$ cat src/design/kpr_pkg.sv
// ----------------------------------------------------------------------------
// kpr_pkg
// Shared types, codes and the evaluation microprogram of the keypoint
// refinement filter.
// ----------------------------------------------------------------------------
package kpr_pkg;

  localparam int NUM_SAMPLES = 25;
  localparam int PROG_LEN    = 65;
  localparam int PC_BITS     = 7;
  localparam int EDGE_BITS   = 16;
  localparam int CON_BITS    = 15;
  localparam int QUOT_BITS   = 16;

  // configuration register indexes
  localparam logic [1:0] CFG_EDGE     = 2'd0;
  localparam logic [1:0] CFG_CONTRAST = 2'd1;

  // outcome codes
  localparam logic [1:0] OUT_KEPT  = 2'd0;
  localparam logic [1:0] OUT_EDGE  = 2'd1;
  localparam logic [1:0] OUT_LOWC  = 2'd2;
  localparam logic [1:0] OUT_PIVOT = 2'd3;

  // microinstruction opcodes
  localparam logic [2:0] OP_CLR  = 3'd0;
  localparam logic [2:0] OP_MAC  = 3'd1;
  localparam logic [2:0] OP_STO  = 3'd2;
  localparam logic [2:0] OP_DIV  = 3'd3;
  localparam logic [2:0] OP_EMIT = 3'd4;

  // operand sources: narrow sums, then wide registers, then scaled trace
  localparam logic [4:0] SRC_DXX  = 5'd0;
  localparam logic [4:0] SRC_DYY  = 5'd1;
  localparam logic [4:0] SRC_DXY  = 5'd2;
  localparam logic [4:0] SRC_DXS  = 5'd3;
  localparam logic [4:0] SRC_DYS  = 5'd4;
  localparam logic [4:0] SRC_DSS  = 5'd5;
  localparam logic [4:0] SRC_B0   = 5'd6;
  localparam logic [4:0] SRC_B1   = 5'd7;
  localparam logic [4:0] SRC_B2   = 5'd8;
  localparam logic [4:0] SRC_TR   = 5'd9;
  localparam logic [4:0] SRC_ET   = 5'd10;
  localparam logic [4:0] SRC_S0X2 = 5'd11;
  localparam logic [4:0] SRC_B0X2 = 5'd12;
  localparam logic [4:0] SRC_B1X2 = 5'd13;
  localparam logic [4:0] SRC_D2   = 5'd16;
  localparam logic [4:0] SRC_A00  = 5'd17;
  localparam logic [4:0] SRC_A11  = 5'd18;
  localparam logic [4:0] SRC_A01  = 5'd19;
  localparam logic [4:0] SRC_A02  = 5'd20;
  localparam logic [4:0] SRC_A12  = 5'd21;
  localparam logic [4:0] SRC_D3   = 5'd22;
  localparam logic [4:0] SRC_TRSH = 5'd24;

  // wide register file slots
  localparam int R_COUNT = 7;
  localparam logic [2:0] R_D2  = 3'd0;
  localparam logic [2:0] R_A00 = 3'd1;
  localparam logic [2:0] R_A11 = 3'd2;
  localparam logic [2:0] R_A01 = 3'd3;
  localparam logic [2:0] R_A02 = 3'd4;
  localparam logic [2:0] R_A12 = 3'd5;
  localparam logic [2:0] R_D3  = 3'd6;

  // emit conditions
  localparam logic [2:0] CND_ALWAYS   = 3'd0;
  localparam logic [2:0] CND_FLAT     = 3'd1;
  localparam logic [2:0] CND_EDGE     = 3'd2;
  localparam logic [2:0] CND_PIVOT    = 3'd3;
  localparam logic [2:0] CND_ACC_ZERO = 3'd4;
  localparam logic [2:0] CND_K_LOW    = 3'd5;

  typedef struct packed {
    logic [2:0] op;
    logic [4:0] src;
    logic [3:0] msel;
    logic       neg;
    logic [2:0] dst;
    logic [2:0] cond;
    logic [1:0] code;
  } instr_t;

  typedef struct packed {
    logic   go;
    logic   load_out;
    instr_t ins;
  } cmd_t;

  typedef struct packed {
    logic done;
    logic acc_zero;
    logic acc_neg;
    logic d2_zero;
    logic d2_pos;
    logic tr_nz;
    logic dxx_zero;
    logic k_low;
  } status_t;

  function automatic instr_t i_clr();
    instr_t r;
    r = '0;
    r.op = OP_CLR;
    return r;
  endfunction

  function automatic instr_t i_mac(input logic [4:0] src, input logic [4:0] msel,
                                   input logic neg);
    instr_t r;
    r = '0;
    r.op   = OP_MAC;
    r.src  = src;
    r.msel = msel[3:0];
    r.neg  = neg;
    return r;
  endfunction

  function automatic instr_t i_sto(input logic [2:0] dst);
    instr_t r;
    r = '0;
    r.op  = OP_STO;
    r.dst = dst;
    return r;
  endfunction

  function automatic instr_t i_div();
    instr_t r;
    r = '0;
    r.op = OP_DIV;
    return r;
  endfunction

  function automatic instr_t i_emit(input logic [2:0] cond, input logic [1:0] code);
    instr_t r;
    r = '0;
    r.op   = OP_EMIT;
    r.cond = cond;
    r.code = code;
    return r;
  endfunction

  // Evaluation program: edge test, adjugate, determinant, quadratic form,
  // division and contrast check.
  function automatic instr_t prog(input logic [PC_BITS-1:0] pc);
    instr_t r;
    unique case (pc)
      7'd0:  r = i_clr();
      7'd1:  r = i_mac(SRC_DYY, SRC_DXX, 1'b0);
      7'd2:  r = i_mac(SRC_DXY, SRC_DXY, 1'b1);
      7'd3:  r = i_sto(R_D2);
      7'd4:  r = i_emit(CND_FLAT, OUT_EDGE);
      7'd5:  r = i_clr();
      7'd6:  r = i_mac(SRC_TRSH, SRC_TR, 1'b0);
      7'd7:  r = i_mac(SRC_D2, SRC_ET, 1'b1);
      7'd8:  r = i_emit(CND_EDGE, OUT_EDGE);
      7'd9:  r = i_emit(CND_PIVOT, OUT_PIVOT);
      7'd10: r = i_clr();
      7'd11: r = i_mac(SRC_DSS, SRC_DYY, 1'b0);
      7'd12: r = i_mac(SRC_DYS, SRC_DYS, 1'b1);
      7'd13: r = i_sto(R_A00);
      7'd14: r = i_clr();
      7'd15: r = i_mac(SRC_DSS, SRC_DXX, 1'b0);
      7'd16: r = i_mac(SRC_DXS, SRC_DXS, 1'b1);
      7'd17: r = i_sto(R_A11);
      7'd18: r = i_clr();
      7'd19: r = i_mac(SRC_DYS, SRC_DXS, 1'b0);
      7'd20: r = i_mac(SRC_DSS, SRC_DXY, 1'b1);
      7'd21: r = i_sto(R_A01);
      7'd22: r = i_clr();
      7'd23: r = i_mac(SRC_DYS, SRC_DXY, 1'b0);
      7'd24: r = i_mac(SRC_DYY, SRC_DXS, 1'b1);
      7'd25: r = i_sto(R_A02);
      7'd26: r = i_clr();
      7'd27: r = i_mac(SRC_DXS, SRC_DXY, 1'b0);
      7'd28: r = i_mac(SRC_DYS, SRC_DXX, 1'b1);
      7'd29: r = i_sto(R_A12);
      7'd30: r = i_clr();
      7'd31: r = i_mac(SRC_A00, SRC_DXX, 1'b0);
      7'd32: r = i_mac(SRC_A01, SRC_DXY, 1'b0);
      7'd33: r = i_mac(SRC_A02, SRC_DXS, 1'b0);
      7'd34: r = i_sto(R_D3);
      7'd35: r = i_emit(CND_ACC_ZERO, OUT_PIVOT);
      7'd36: r = i_clr();
      7'd37: r = i_mac(SRC_A00, SRC_B0, 1'b0);
      7'd38: r = i_sto(R_A00);
      7'd39: r = i_clr();
      7'd40: r = i_mac(SRC_A11, SRC_B1, 1'b0);
      7'd41: r = i_sto(R_A11);
      7'd42: r = i_clr();
      7'd43: r = i_mac(SRC_D2, SRC_B2, 1'b0);
      7'd44: r = i_sto(R_D2);
      7'd45: r = i_clr();
      7'd46: r = i_mac(SRC_A01, SRC_B1, 1'b0);
      7'd47: r = i_sto(R_A01);
      7'd48: r = i_clr();
      7'd49: r = i_mac(SRC_A02, SRC_B2, 1'b0);
      7'd50: r = i_sto(R_A02);
      7'd51: r = i_clr();
      7'd52: r = i_mac(SRC_A12, SRC_B2, 1'b0);
      7'd53: r = i_sto(R_A12);
      7'd54: r = i_clr();
      7'd55: r = i_mac(SRC_A00, SRC_B0, 1'b0);
      7'd56: r = i_mac(SRC_A11, SRC_B1, 1'b0);
      7'd57: r = i_mac(SRC_D2, SRC_B2, 1'b0);
      7'd58: r = i_mac(SRC_A01, SRC_B0X2, 1'b0);
      7'd59: r = i_mac(SRC_A02, SRC_B0X2, 1'b0);
      7'd60: r = i_mac(SRC_A12, SRC_B1X2, 1'b0);
      7'd61: r = i_mac(SRC_D3, SRC_S0X2, 1'b0);
      7'd62: r = i_div();
      7'd63: r = i_emit(CND_K_LOW, OUT_LOWC);
      default: r = i_emit(CND_ALWAYS, OUT_KEPT);
    endcase
    return r;
  endfunction

endpackage

$ cat src/design/kpr_datapath.sv
// ----------------------------------------------------------------------------
// kpr_datapath
// Sample store, configuration registers, bit-serial multiply-accumulate,
// restoring divider and output payload register.
// ----------------------------------------------------------------------------
module kpr_datapath #(
  parameter int SAMPLE_BITS = 16
) (
  input  logic                          clk,
  input  logic                          rst,
  input  logic                          in_accept,
  input  logic [4:0]                    sample_index,
  input  logic signed [SAMPLE_BITS-1:0] sample_value,
  input  logic                          cfg_write,
  input  logic [1:0]                    cfg_index,
  input  logic [15:0]                   cfg_data,
  input  kpr_pkg::cmd_t                 cmd,
  output kpr_pkg::status_t              status,
  output logic [1:0]                    outcome,
  output logic [15:0]                   contrast
);

  localparam int SB = SAMPLE_BITS;
  localparam int NW = (SB + 3 > 17) ? SB + 3 : 17;
  localparam int BW = 4 * SB + 12;
  localparam int DW = BW + kpr_pkg::QUOT_BITS - 1;
  localparam int CW = $clog2(NW);

  logic [SB-1:0]        samples [kpr_pkg::NUM_SAMPLES];
  logic signed [NW-1:0] ext [kpr_pkg::NUM_SAMPLES];
  logic [kpr_pkg::EDGE_BITS-1:0] edge_thr;
  logic [kpr_pkg::CON_BITS-1:0]  con_thr;

  logic signed [NW-1:0] dxx, dyy, dxy, dxs, dys, dss, b0, b1, b2, tr;
  logic signed [NW-1:0] narrow_a, narrow_m;
  logic signed [BW-1:0] wide_a;
  logic signed [BW-1:0] regs [kpr_pkg::R_COUNT];
  logic signed [BW-1:0] acc, areg;
  logic [NW-1:0]        mreg;
  logic                 neg, busy, is_div;
  logic [CW-1:0]        cnt;
  logic [BW-1:0]        rem;
  logic [DW-1:0]        dv;
  logic [kpr_pkg::QUOT_BITS-1:0] quot;
  logic signed [BW-1:0] d3x2, abs_d3x2, abs_acc;
  logic                 last_step, sub;

  // hold samples; an index beyond the neighborhood stores nothing
  always_ff @(posedge clk) begin
    if (in_accept && sample_index < 5'(kpr_pkg::NUM_SAMPLES)) begin
      samples[sample_index] <= sample_value;
    end
  end

  always_ff @(posedge clk) begin
    if (rst) begin
      edge_thr <= 16'd3098;
      con_thr  <= 15'd492;
    end else if (cfg_write) begin
      if (cfg_index == kpr_pkg::CFG_EDGE) begin
        edge_thr <= cfg_data;
      end else if (cfg_index == kpr_pkg::CFG_CONTRAST) begin
        con_thr <= cfg_data[kpr_pkg::CON_BITS-1:0];
      end
    end
  end

  for (genvar g = 0; g < kpr_pkg::NUM_SAMPLES; g++) begin : g_ext
    assign ext[g] = {{(NW-SB){samples[g][SB-1]}}, samples[g]};
  end

  assign dxx = ext[1] + ext[2] - (ext[0] <<< 1);
  assign dyy = ext[3] + ext[4] - (ext[0] <<< 1);
  assign dxy = ext[5] - ext[6] - ext[7] + ext[8];
  assign dxs = ext[14] - ext[15] + ext[19] - ext[20];
  assign dys = ext[16] - ext[17] + ext[21] - ext[22];
  assign dss = ext[23] - ext[24] + (ext[0] <<< 1);
  assign b0  = ext[10] - ext[9];
  assign b1  = ext[12] - ext[11];
  assign b2  = ext[18] - ext[13];
  assign tr  = dxx + dyy;

  function automatic logic signed [NW-1:0] pick_narrow(
    input logic [3:0] code,
    input logic signed [NW-1:0] v_dxx, input logic signed [NW-1:0] v_dyy,
    input logic signed [NW-1:0] v_dxy, input logic signed [NW-1:0] v_dxs,
    input logic signed [NW-1:0] v_dys, input logic signed [NW-1:0] v_dss,
    input logic signed [NW-1:0] v_b0, input logic signed [NW-1:0] v_b1,
    input logic signed [NW-1:0] v_b2, input logic signed [NW-1:0] v_tr,
    input logic [kpr_pkg::EDGE_BITS-1:0] v_et, input logic signed [NW-1:0] v_s0);
    logic signed [NW-1:0] r;
    unique case ({1'b0, code})
      kpr_pkg::SRC_DXX:  r = v_dxx;
      kpr_pkg::SRC_DYY:  r = v_dyy;
      kpr_pkg::SRC_DXY:  r = v_dxy;
      kpr_pkg::SRC_DXS:  r = v_dxs;
      kpr_pkg::SRC_DYS:  r = v_dys;
      kpr_pkg::SRC_DSS:  r = v_dss;
      kpr_pkg::SRC_B0:   r = v_b0;
      kpr_pkg::SRC_B1:   r = v_b1;
      kpr_pkg::SRC_B2:   r = v_b2;
      kpr_pkg::SRC_TR:   r = v_tr;
      kpr_pkg::SRC_ET:   r = {{(NW-kpr_pkg::EDGE_BITS){1'b0}}, v_et};
      kpr_pkg::SRC_S0X2: r = v_s0 <<< 1;
      kpr_pkg::SRC_B0X2: r = v_b0 <<< 1;
      kpr_pkg::SRC_B1X2: r = v_b1 <<< 1;
      default:           r = '0;
    endcase
    return r;
  endfunction

  assign narrow_a = pick_narrow(cmd.ins.src[3:0], dxx, dyy, dxy, dxs, dys, dss,
                                b0, b1, b2, tr, edge_thr, ext[0]);
  assign narrow_m = pick_narrow(cmd.ins.msel, dxx, dyy, dxy, dxs, dys, dss,
                                b0, b1, b2, tr, edge_thr, ext[0]);

  always_comb begin
    if (cmd.ins.src == kpr_pkg::SRC_TRSH) begin
      wide_a = {{(BW-NW){tr[NW-1]}}, tr} <<< 8;
    end else if (cmd.ins.src[4:3] == 2'b10 && cmd.ins.src[2:0] != 3'd7) begin
      wide_a = regs[cmd.ins.src[2:0]];
    end else begin
      wide_a = {{(BW-NW){narrow_a[NW-1]}}, narrow_a};
    end
  end

  assign d3x2      = regs[kpr_pkg::R_D3] <<< 1;
  assign abs_d3x2  = d3x2[BW-1] ? -d3x2 : d3x2;
  assign abs_acc   = acc[BW-1] ? -acc : acc;
  assign last_step = is_div ? (cnt == CW'(kpr_pkg::QUOT_BITS - 1)) : (cnt == CW'(NW - 1));
  // the top multiplier bit carries negative weight
  assign sub       = (cnt == CW'(NW - 1)) ^ neg;

  always_ff @(posedge clk) begin
    if (rst) begin
      busy <= 1'b0;
    end else if (cmd.go && (cmd.ins.op == kpr_pkg::OP_MAC || cmd.ins.op == kpr_pkg::OP_DIV)) begin
      busy <= 1'b1;
    end else if (busy && last_step) begin
      busy <= 1'b0;
    end
  end

  always_ff @(posedge clk) begin
    if (cmd.go) begin
      unique case (cmd.ins.op)
        kpr_pkg::OP_CLR: acc <= '0;
        kpr_pkg::OP_STO: begin
          if (cmd.ins.dst < 3'(kpr_pkg::R_COUNT)) begin
            regs[cmd.ins.dst] <= acc;
          end
        end
        kpr_pkg::OP_MAC: begin
          areg   <= wide_a;
          mreg   <= narrow_m;
          neg    <= cmd.ins.neg;
          is_div <= 1'b0;
          cnt    <= '0;
        end
        kpr_pkg::OP_DIV: begin
          rem    <= abs_acc;
          dv     <= {abs_d3x2, {(kpr_pkg::QUOT_BITS-1){1'b0}}};
          quot   <= '0;
          is_div <= 1'b1;
          cnt    <= '0;
        end
        default: ;
      endcase
    end else if (busy) begin
      cnt <= cnt + 1'b1;
      if (is_div) begin
        // restore-free step: subtract when the shifted divisor fits
        if ({{(DW-BW){1'b0}}, rem} >= dv) begin
          rem  <= rem - dv[BW-1:0];
          quot <= {quot[kpr_pkg::QUOT_BITS-2:0], 1'b1};
        end else begin
          quot <= {quot[kpr_pkg::QUOT_BITS-2:0], 1'b0};
        end
        dv <= dv >> 1;
      end else begin
        if (mreg[0]) begin
          acc <= sub ? acc - areg : acc + areg;
        end
        areg <= areg <<< 1;
        mreg <= mreg >> 1;
      end
    end
  end

  always_ff @(posedge clk) begin
    if (cmd.load_out) begin
      outcome  <= cmd.ins.code;
      contrast <= (cmd.ins.code == kpr_pkg::OUT_KEPT || cmd.ins.code == kpr_pkg::OUT_LOWC)
                  ? quot : '0;
    end
  end

  assign status.done     = busy && last_step;
  assign status.acc_zero = (acc == '0);
  assign status.acc_neg  = acc[BW-1];
  assign status.d2_zero  = (regs[kpr_pkg::R_D2] == '0);
  assign status.d2_pos   = !regs[kpr_pkg::R_D2][BW-1] && (regs[kpr_pkg::R_D2] != '0);
  assign status.tr_nz    = (tr != '0);
  assign status.dxx_zero = (dxx == '0);
  assign status.k_low    = (quot < {1'b0, con_thr});

  a_no_restart: assert property (@(posedge clk) disable iff (rst)
    cmd.go && (cmd.ins.op == kpr_pkg::OP_MAC || cmd.ins.op == kpr_pkg::OP_DIV) |-> !busy)
    else $error("multi-cycle op started while the unit is busy");

  a_done_ends_busy: assert property (@(posedge clk) disable iff (rst)
    status.done |=> !busy)
    else $error("unit stayed busy after its last step");

  a_busy_holds: assert property (@(posedge clk) disable iff (rst)
    busy && !last_step |=> busy)
    else $error("unit went idle before its last step");

endmodule

$ cat src/design/kpr_ctrl.sv
// ----------------------------------------------------------------------------
// kpr_ctrl
// Sequencer: sample intake, microprogram stepping and output register control.
// ----------------------------------------------------------------------------
module kpr_ctrl (
  input  logic             clk,
  input  logic             rst,
  input  logic             in_valid,
  input  logic             last,
  output logic             in_stall,
  output logic             out_valid,
  input  logic             out_stall,
  input  kpr_pkg::status_t status,
  output kpr_pkg::cmd_t    cmd
);

  localparam logic [1:0] ST_IDLE = 2'd0;
  localparam logic [1:0] ST_RUN  = 2'd1;
  localparam logic [1:0] ST_WAIT = 2'd2;
  localparam logic [1:0] ST_OUT  = 2'd3;

  logic [1:0]                  state, state_next;
  logic [kpr_pkg::PC_BITS-1:0] pc, pc_next;
  kpr_pkg::instr_t             ins;
  logic                        cond_true, out_free, accept;

  assign ins      = kpr_pkg::prog(pc);
  assign in_stall = (state != ST_IDLE);
  assign accept   = in_valid && !in_stall;
  assign out_free = !out_valid || !out_stall;

  always_comb begin
    unique case (ins.cond)
      kpr_pkg::CND_ALWAYS:   cond_true = 1'b1;
      kpr_pkg::CND_FLAT:     cond_true = status.d2_zero && status.tr_nz;
      kpr_pkg::CND_EDGE:     cond_true = status.d2_pos && !status.acc_neg;
      kpr_pkg::CND_PIVOT:    cond_true = status.dxx_zero || status.d2_zero;
      kpr_pkg::CND_ACC_ZERO: cond_true = status.acc_zero;
      kpr_pkg::CND_K_LOW:    cond_true = status.k_low;
      default:               cond_true = 1'b0;
    endcase
  end

  always_comb begin
    state_next   = state;
    pc_next      = pc;
    cmd.go       = 1'b0;
    cmd.load_out = 1'b0;
    cmd.ins      = ins;
    unique case (state)
      ST_IDLE: begin
        if (accept && last) begin
          pc_next    = '0;
          state_next = ST_RUN;
        end
      end
      ST_RUN: begin
        unique case (ins.op)
          kpr_pkg::OP_MAC, kpr_pkg::OP_DIV: begin
            cmd.go     = 1'b1;
            state_next = ST_WAIT;
          end
          kpr_pkg::OP_EMIT: begin
            if (cond_true) begin
              state_next = ST_OUT;
            end else begin
              pc_next = pc + 1'b1;
            end
          end
          default: begin
            cmd.go  = 1'b1;
            pc_next = pc + 1'b1;
          end
        endcase
      end
      ST_WAIT: begin
        if (status.done) begin
          pc_next    = pc + 1'b1;
          state_next = ST_RUN;
        end
      end
      ST_OUT: begin
        if (out_free) begin
          cmd.load_out = 1'b1;
          state_next   = ST_IDLE;
        end
      end
      default: state_next = ST_IDLE;
    endcase
  end

  always_ff @(posedge clk) begin
    if (rst) begin
      state     <= ST_IDLE;
      pc        <= '0;
      out_valid <= 1'b0;
    end else begin
      state <= state_next;
      pc    <= pc_next;
      if (cmd.load_out) begin
        out_valid <= 1'b1;
      end else if (out_valid && !out_stall) begin
        out_valid <= 1'b0;
      end
    end
  end

  a_last_stalls: assert property (@(posedge clk) disable iff (rst)
    accept && last |=> in_stall)
    else $error("input not held off after the final sample");

  a_load_free: assert property (@(posedge clk) disable iff (rst)
    cmd.load_out |-> out_free)
    else $error("result register overwritten before transfer");

  a_out_hold: assert property (@(posedge clk) disable iff (rst)
    out_valid && out_stall |=> out_valid)
    else $error("stalled result dropped");

endmodule

$ cat src/design/keypoint_refine_filter.sv
// ----------------------------------------------------------------------------
// keypoint_refine_filter
// Keypoint edge test, quadratic refinement and contrast rejection.
// ----------------------------------------------------------------------------
// Samples arrive one per cycle, each transfer carrying its neighborhood index;
// the transfer with last set starts evaluation and the input stalls until the
// result has been moved into the output register. Evaluation runs a fixed
// microprogram on one shared bit-serial multiply-accumulate unit (NW-bit
// multiplier, NW = max(SAMPLE_BITS+3, 17)) and a 16-step restoring divider;
// early rejections end the program sooner. The result register frees the
// block as soon as a result is parked there, so the next keypoint loads
// while the previous result waits for its transfer. Every product is exact;
// contrast is the floor of the interpolated magnitude as an unsigned Q16.0
// integer, saturated to 65535, and is zero for edge and zero-pivot outcomes.
// Configuration writes are always ready and must only happen while idle.
// ----------------------------------------------------------------------------
module keypoint_refine_filter #(
  parameter int SAMPLE_BITS = 16
) (
  input  logic                          clk,
  input  logic                          rst,
  input  logic                          in_valid,
  output logic                          in_stall,
  input  logic [4:0]                    sample_index,
  input  logic signed [SAMPLE_BITS-1:0] sample_value,
  input  logic                          last,
  output logic                          out_valid,
  input  logic                          out_stall,
  output logic [1:0]                    outcome,
  output logic [15:0]                   contrast,
  input  logic                          cfg_valid,
  output logic                          cfg_ready,
  input  logic [1:0]                    cfg_index,
  input  logic [15:0]                   cfg_data
);

  kpr_pkg::cmd_t    cmd;
  kpr_pkg::status_t status;
  logic             in_accept;

  // config port never backpressures
  assign cfg_ready = 1'b1;
  // a sample transfers when valid meets an unstalled input
  assign in_accept = in_valid && !in_stall;

  kpr_ctrl u_ctrl (
    .clk       (clk),
    .rst       (rst),
    .in_valid  (in_valid),
    .last      (last),
    .in_stall  (in_stall),
    .out_valid (out_valid),
    .out_stall (out_stall),
    .status    (status),
    .cmd       (cmd)
  );

  kpr_datapath #(
    .SAMPLE_BITS (SAMPLE_BITS)
  ) u_datapath (
    .clk          (clk),
    .rst          (rst),
    .in_accept    (in_accept),
    .sample_index (sample_index),
    .sample_value (sample_value),
    .cfg_write    (cfg_valid && cfg_ready),
    .cfg_index    (cfg_index),
    .cfg_data     (cfg_data),
    .cmd          (cmd),
    .status       (status),
    .outcome      (outcome),
    .contrast     (contrast)
  );

endmodule

$ cat config.mk
export PLATFORM = sky130hd
export DESIGN_NAME = keypoint_refine_filter
export DESIGN_NICKNAME = d
export VERILOG_FILES = /design/src/design/kpr_pkg.sv /design/src/design/kpr_datapath.sv /design/src/design/kpr_ctrl.sv /design/src/design/keypoint_refine_filter.sv
export SDC_FILE = /design/constraint.sdc
export NUM_CORES = 2
export LEC_CHECK = 0
export BUFFER_PORTS_ARGS = -buffer_cell sky130_fd_sc_hd__buf_2
export CAP_MARGIN = 10
export CORE_MARGIN = 8
export CORE_UTILIZATION = 37
export CTS_CLUSTER_DIAMETER = 200
export DETAILED_ROUTE_END_ITERATION = 16
export PLACE_DENSITY = 0.56
export SYNTH_ARGS = -nofsm -noshare
export SYNTH_HDL_FRONTEND = slang
export SYNTH_SLANG_ARGS = --single-unit
$ cat constraint.sdc
create_clock -name clk -period 8.3 [get_ports clk]
set_input_delay 1.245 -clock clk [delete_from_list [all_inputs] [get_ports clk]]
set_output_delay 1.245 -clock clk [all_outputs]
set_load 0.03 [all_outputs]
==> flow_metrics.tcl <==
set metrics [dict create \
    crit_required_ns 9.01 \
    critPathLaunchType "flip-flop" \
    rr_worst_depth 28 \
    crit_type "flip-flop to flip-flop" \
    synth_seq_area_share_pct 50.46 \
    ios 66 \
    tritoncts "done" \
    num_rows 171 \
    antenna_found_initial 17 \
    cts_buffers 159 \
    wl_per_cell_um 25.93 \
    cp.arrival_ns 8.44 \
    insertion_delay_ns 0.83 \
    max_slew_margin_pct 22.07 \
    hp-start "u_datapath.con_thr[14]$_SDFFE_PP0P_" \
    syn_avg_cell_area_um2 10.61 \
    grtUsageTotal_pct 23.08 \
    path_clk_slew_ns 0.06 \
    synthDistinctLibCells 100 \
    min_delay_worst_endpoint "u_datapath.con_thr[14]$_SDFFE_PP0P_" \
    synthCells 7589 \
    overflow 0 \
    grt_pass1_wl_um 403000 \
    antenna_left 0 \
    grt_use_met2_pct 38.97 \
    grt_setup_unrepaired "no" \
    n_fill_cell 20720 \
    stdcell_area_um2 90460 \
    hold_path.class "flip-flop to flip-flop" \
    yosysTopAreaCell "edfxtp_1" \
    syn_area_um2 80520 \
    cts_sinks 1374 \
    period_needed_ns 7.729 \
    die_h_um 482.5 \
    drt_iter0_drc 5836 \
    die_w_um 482.5 \
    critical-path-slowest-cell "or4_1" \
    tns_ns 0 \
    synthToLayoutAreaGrowth_pct 12.36 \
    grt_max_degree 195 \
    cts_setup_buffers 0 \
    drv_cap 0 \
    placed_cell_area_um2 85130 \
    peakVddDrop_v 0.0002103 \
    synth-edff-count 1311 \
    p_leak_nw 33.79 \
    met1_usage_pct 29.46 \
    crit_path_end_kind "flip-flop" \
    drive_above_1_share_pct 8.341 \
    synth.area.top_cells "edfxtp_1, ha_1, inv_1" \
    fmax_mhz 129.4 \
    gp_congestion 1.018 \
    dieArea_um2 232800 \
    powerDensity_nw_per_um2 246.3 \
    syn-num-nets 8147 \
    hold_ws_ns 0.4566 \
    worst_pin_slew_ns 1.160 \
    port_buffers 64 \
    fin_worst_skew_ns 0.07635 \
    drt_pass1_iterations 9 \
    core_um2 216700 \
    yosysTopAreaCellShare_pct 48.89 \
    vias 61630 \
    slowest_delay_ns 0.56 \
    cts_root_buf "clkbuf_16" \
    synth_ff_type "edfxtp_1" \
    dpl.hpwl_um 200300 \
    start_util_pct 37.15 \
    cts_hold_buf 0 \
    status "finished clean" \
    drcViolationCount 0 \
    fin_nets 8265 \
    async_flop_share_pct 0 \
    worstReg2RegStart "u_datapath.samples[4][2]$_DFFE_PP_" \
    clk_path_buf_depth 3 \
    drt-total-wl_um 277100 \
    ctsHtreeMaxLevel 4 \
    r2r_slack_ns 0.57 \
    drv_slew 0 \
    via_per_inst 5.766 \
    hold_depth 2 \
    ys_seq_elements 1374 \
    setup_viol 0 \
    grt_pass1_vias 60340 \
    top_usage_layer "met2" \
    grt_use_met3_pct 3.638 \
    critPathMaxFanout 12 \
    fin_crit_sh_pct 93.12 \
    ys_warn_count 0 \
    hold_viol_final 0 \
]
-- final cells by class --
| cell class | count | area [um^2] | share of cell area (%) |
|---|---|---|---|
| flip-flops and latches | 1374 | 40640 | 44.93 |
| multi-input cells | 5189 | 36320 | 40.15 |
| clock buffers | 186 | 4121 | 4.556 |
| well taps | 2854 | 3571 | 3.947 |
| inverters | 706 | 2655 | 2.935 |
| repair buffers | 277 | 1969 | 2.177 |
| clock inverters | 97 | 1164 | 1.286 |
| diodes | 6 | 15.01 | 0.01660 |
-- cell usage after synthesis (all sizes together) (80+ instances only) --
cell	number
a21o	156
edfxtp	1311
mux2i	84
nand2	533
clkbuf	261
a211oi	108
xor2	209
o21ai	494
nand3	117
fa	106
inv	706
o221ai	80
nor3	125
o22ai	93
ha	407
nor2	628
a21oi	478
xnor2	299
-- power by group --
| part | switching (W) | leakage, nW | internal (W) | total, W |
|---|---|---|---|---|
| Sequential | 0.000354 | 12.4 | 0.00849 | 0.00885 |
| Combinational | 0.00418 | 18.9 | 0.00210 | 0.00628 |
| Clock | 0.00303 | 2.57 | 0.00412 | 0.00715 |
-- cells by family (layout without fill, tap and decap cells) --
family,after synthesis,in the layout,synth area share (%)
compound gates,2121,2121,17.49
xor+xnor,508,508,5.549
fa+ha+maj,513,513,8.960
buf+inv,1026,1266,4.830
flops,1374,1374,50.46
mux,98,98,1.240
other cells,1,7,0.004657
simple gates,1948,1948,11.46
-- sequential cells by signal, indices dropped and copies added (netlist names), 2 cells and up, named ones only --
signal / flops
u_datapath.outcome: 2
u_datapath.rem: 76
u_datapath.cnt: 5
u_ctrl.state: 2
u_datapath.acc: 76
u_ctrl.pc: 7
u_datapath.con_thr: 15
u_datapath.contrast: 16
u_datapath.areg: 76
u_datapath.dv: 91
u_datapath.samples: 400
u_datapath.edge_thr: 16
u_datapath.quot: 16
u_datapath.mreg: 19
u_datapath.regs: 532
-- worst max-delay path: cells and delay by family, from the launching register on --
| kind | cells | cell delay (ns) |
|---|---|---|
| buffers and inverters | 3 | 0.26 |
| AO/OA/AOI/OAI | 13 | 2.80 |
| AND/OR/NAND/NOR | 8 | 2.69 |
| flip-flops | 1 | 0.33 |
| adder cells (fa/ha/maj) | 4 | 1.59 |
-- timing repair --
item	CTS	global route
gates resized for setup	0	6
endpoints found under the hold margin	0	0
endpoints found under the setup margin	0	12
-- worst max-delay path by stage --
stage	from	endpoint	slack, ns	depth (start not counted)
floorplan	u_ctrl.pc[6]$_SDFFE_PP0N_	u_datapath.rem[0]$_DFFE_PP_	0.91	11
global route	u_datapath.samples[4][2]$_DFFE_PP_	flip-flop	0.02	28
detailed placement	u_datapath.samples[4][2]$_DFFE_PP_	flip-flop	0.31	28
finish	u_datapath.samples[4][2]$_DFFE_PP_	flip-flop	0.57	28
global placement	u_datapath.samples[4][2]$_DFFE_PP_	flip-flop	0.27	28
CTS	u_datapath.samples[4][2]$_DFFE_PP_	flip-flop	0.35	28
-- layout by cell type (no fill, tap or decap), drive strengths merged, types with 52 or more instances in the layout --
cell type  instances
a21o             156
a21oi            478
a22oi             70
nand2b            78
a31oi             52
xor2             209
inv              715
o22ai             93
o31ai             73
buf              277
and2              60
or3               60
nand2            533
clkbuf           186
xnor2            299
nor2             628
o21ai            494
a221oi            78
dfxtp             63
nand4             54
nor2b             63
nand3            117
o21bai            60
o221ai            80
ha               407
a211oi           108
clkinv            66
a221o             69
nor3             125
edfxtp          1311
mux2i             84
fa               106
nor4              62
-- routing by layer --
metal,part of all wire (%),wire length (um)
met1,41,114600
met2,47,131600
met3,6.4,17760
met4,4.7,13120
met5,0.025,70
-- metrics by stage --
stage	setup WS, ns	utilization (%)	instances	total power (W)
2_1_floorplan	0.9092	-	7589	0.01298
3_3_place_gp	0.2692	39.28	10400	0.01516
3_5_place_dp	0.3099	39.28	10400	0.01522
4_1_cts	0.3472	41.72	10680	0.02240
5_1_grt	0.01579	41.73	10690	0.02325
6_report	0.5710	41.74	10690	0.02228
(Power assumes the default switching activity.)
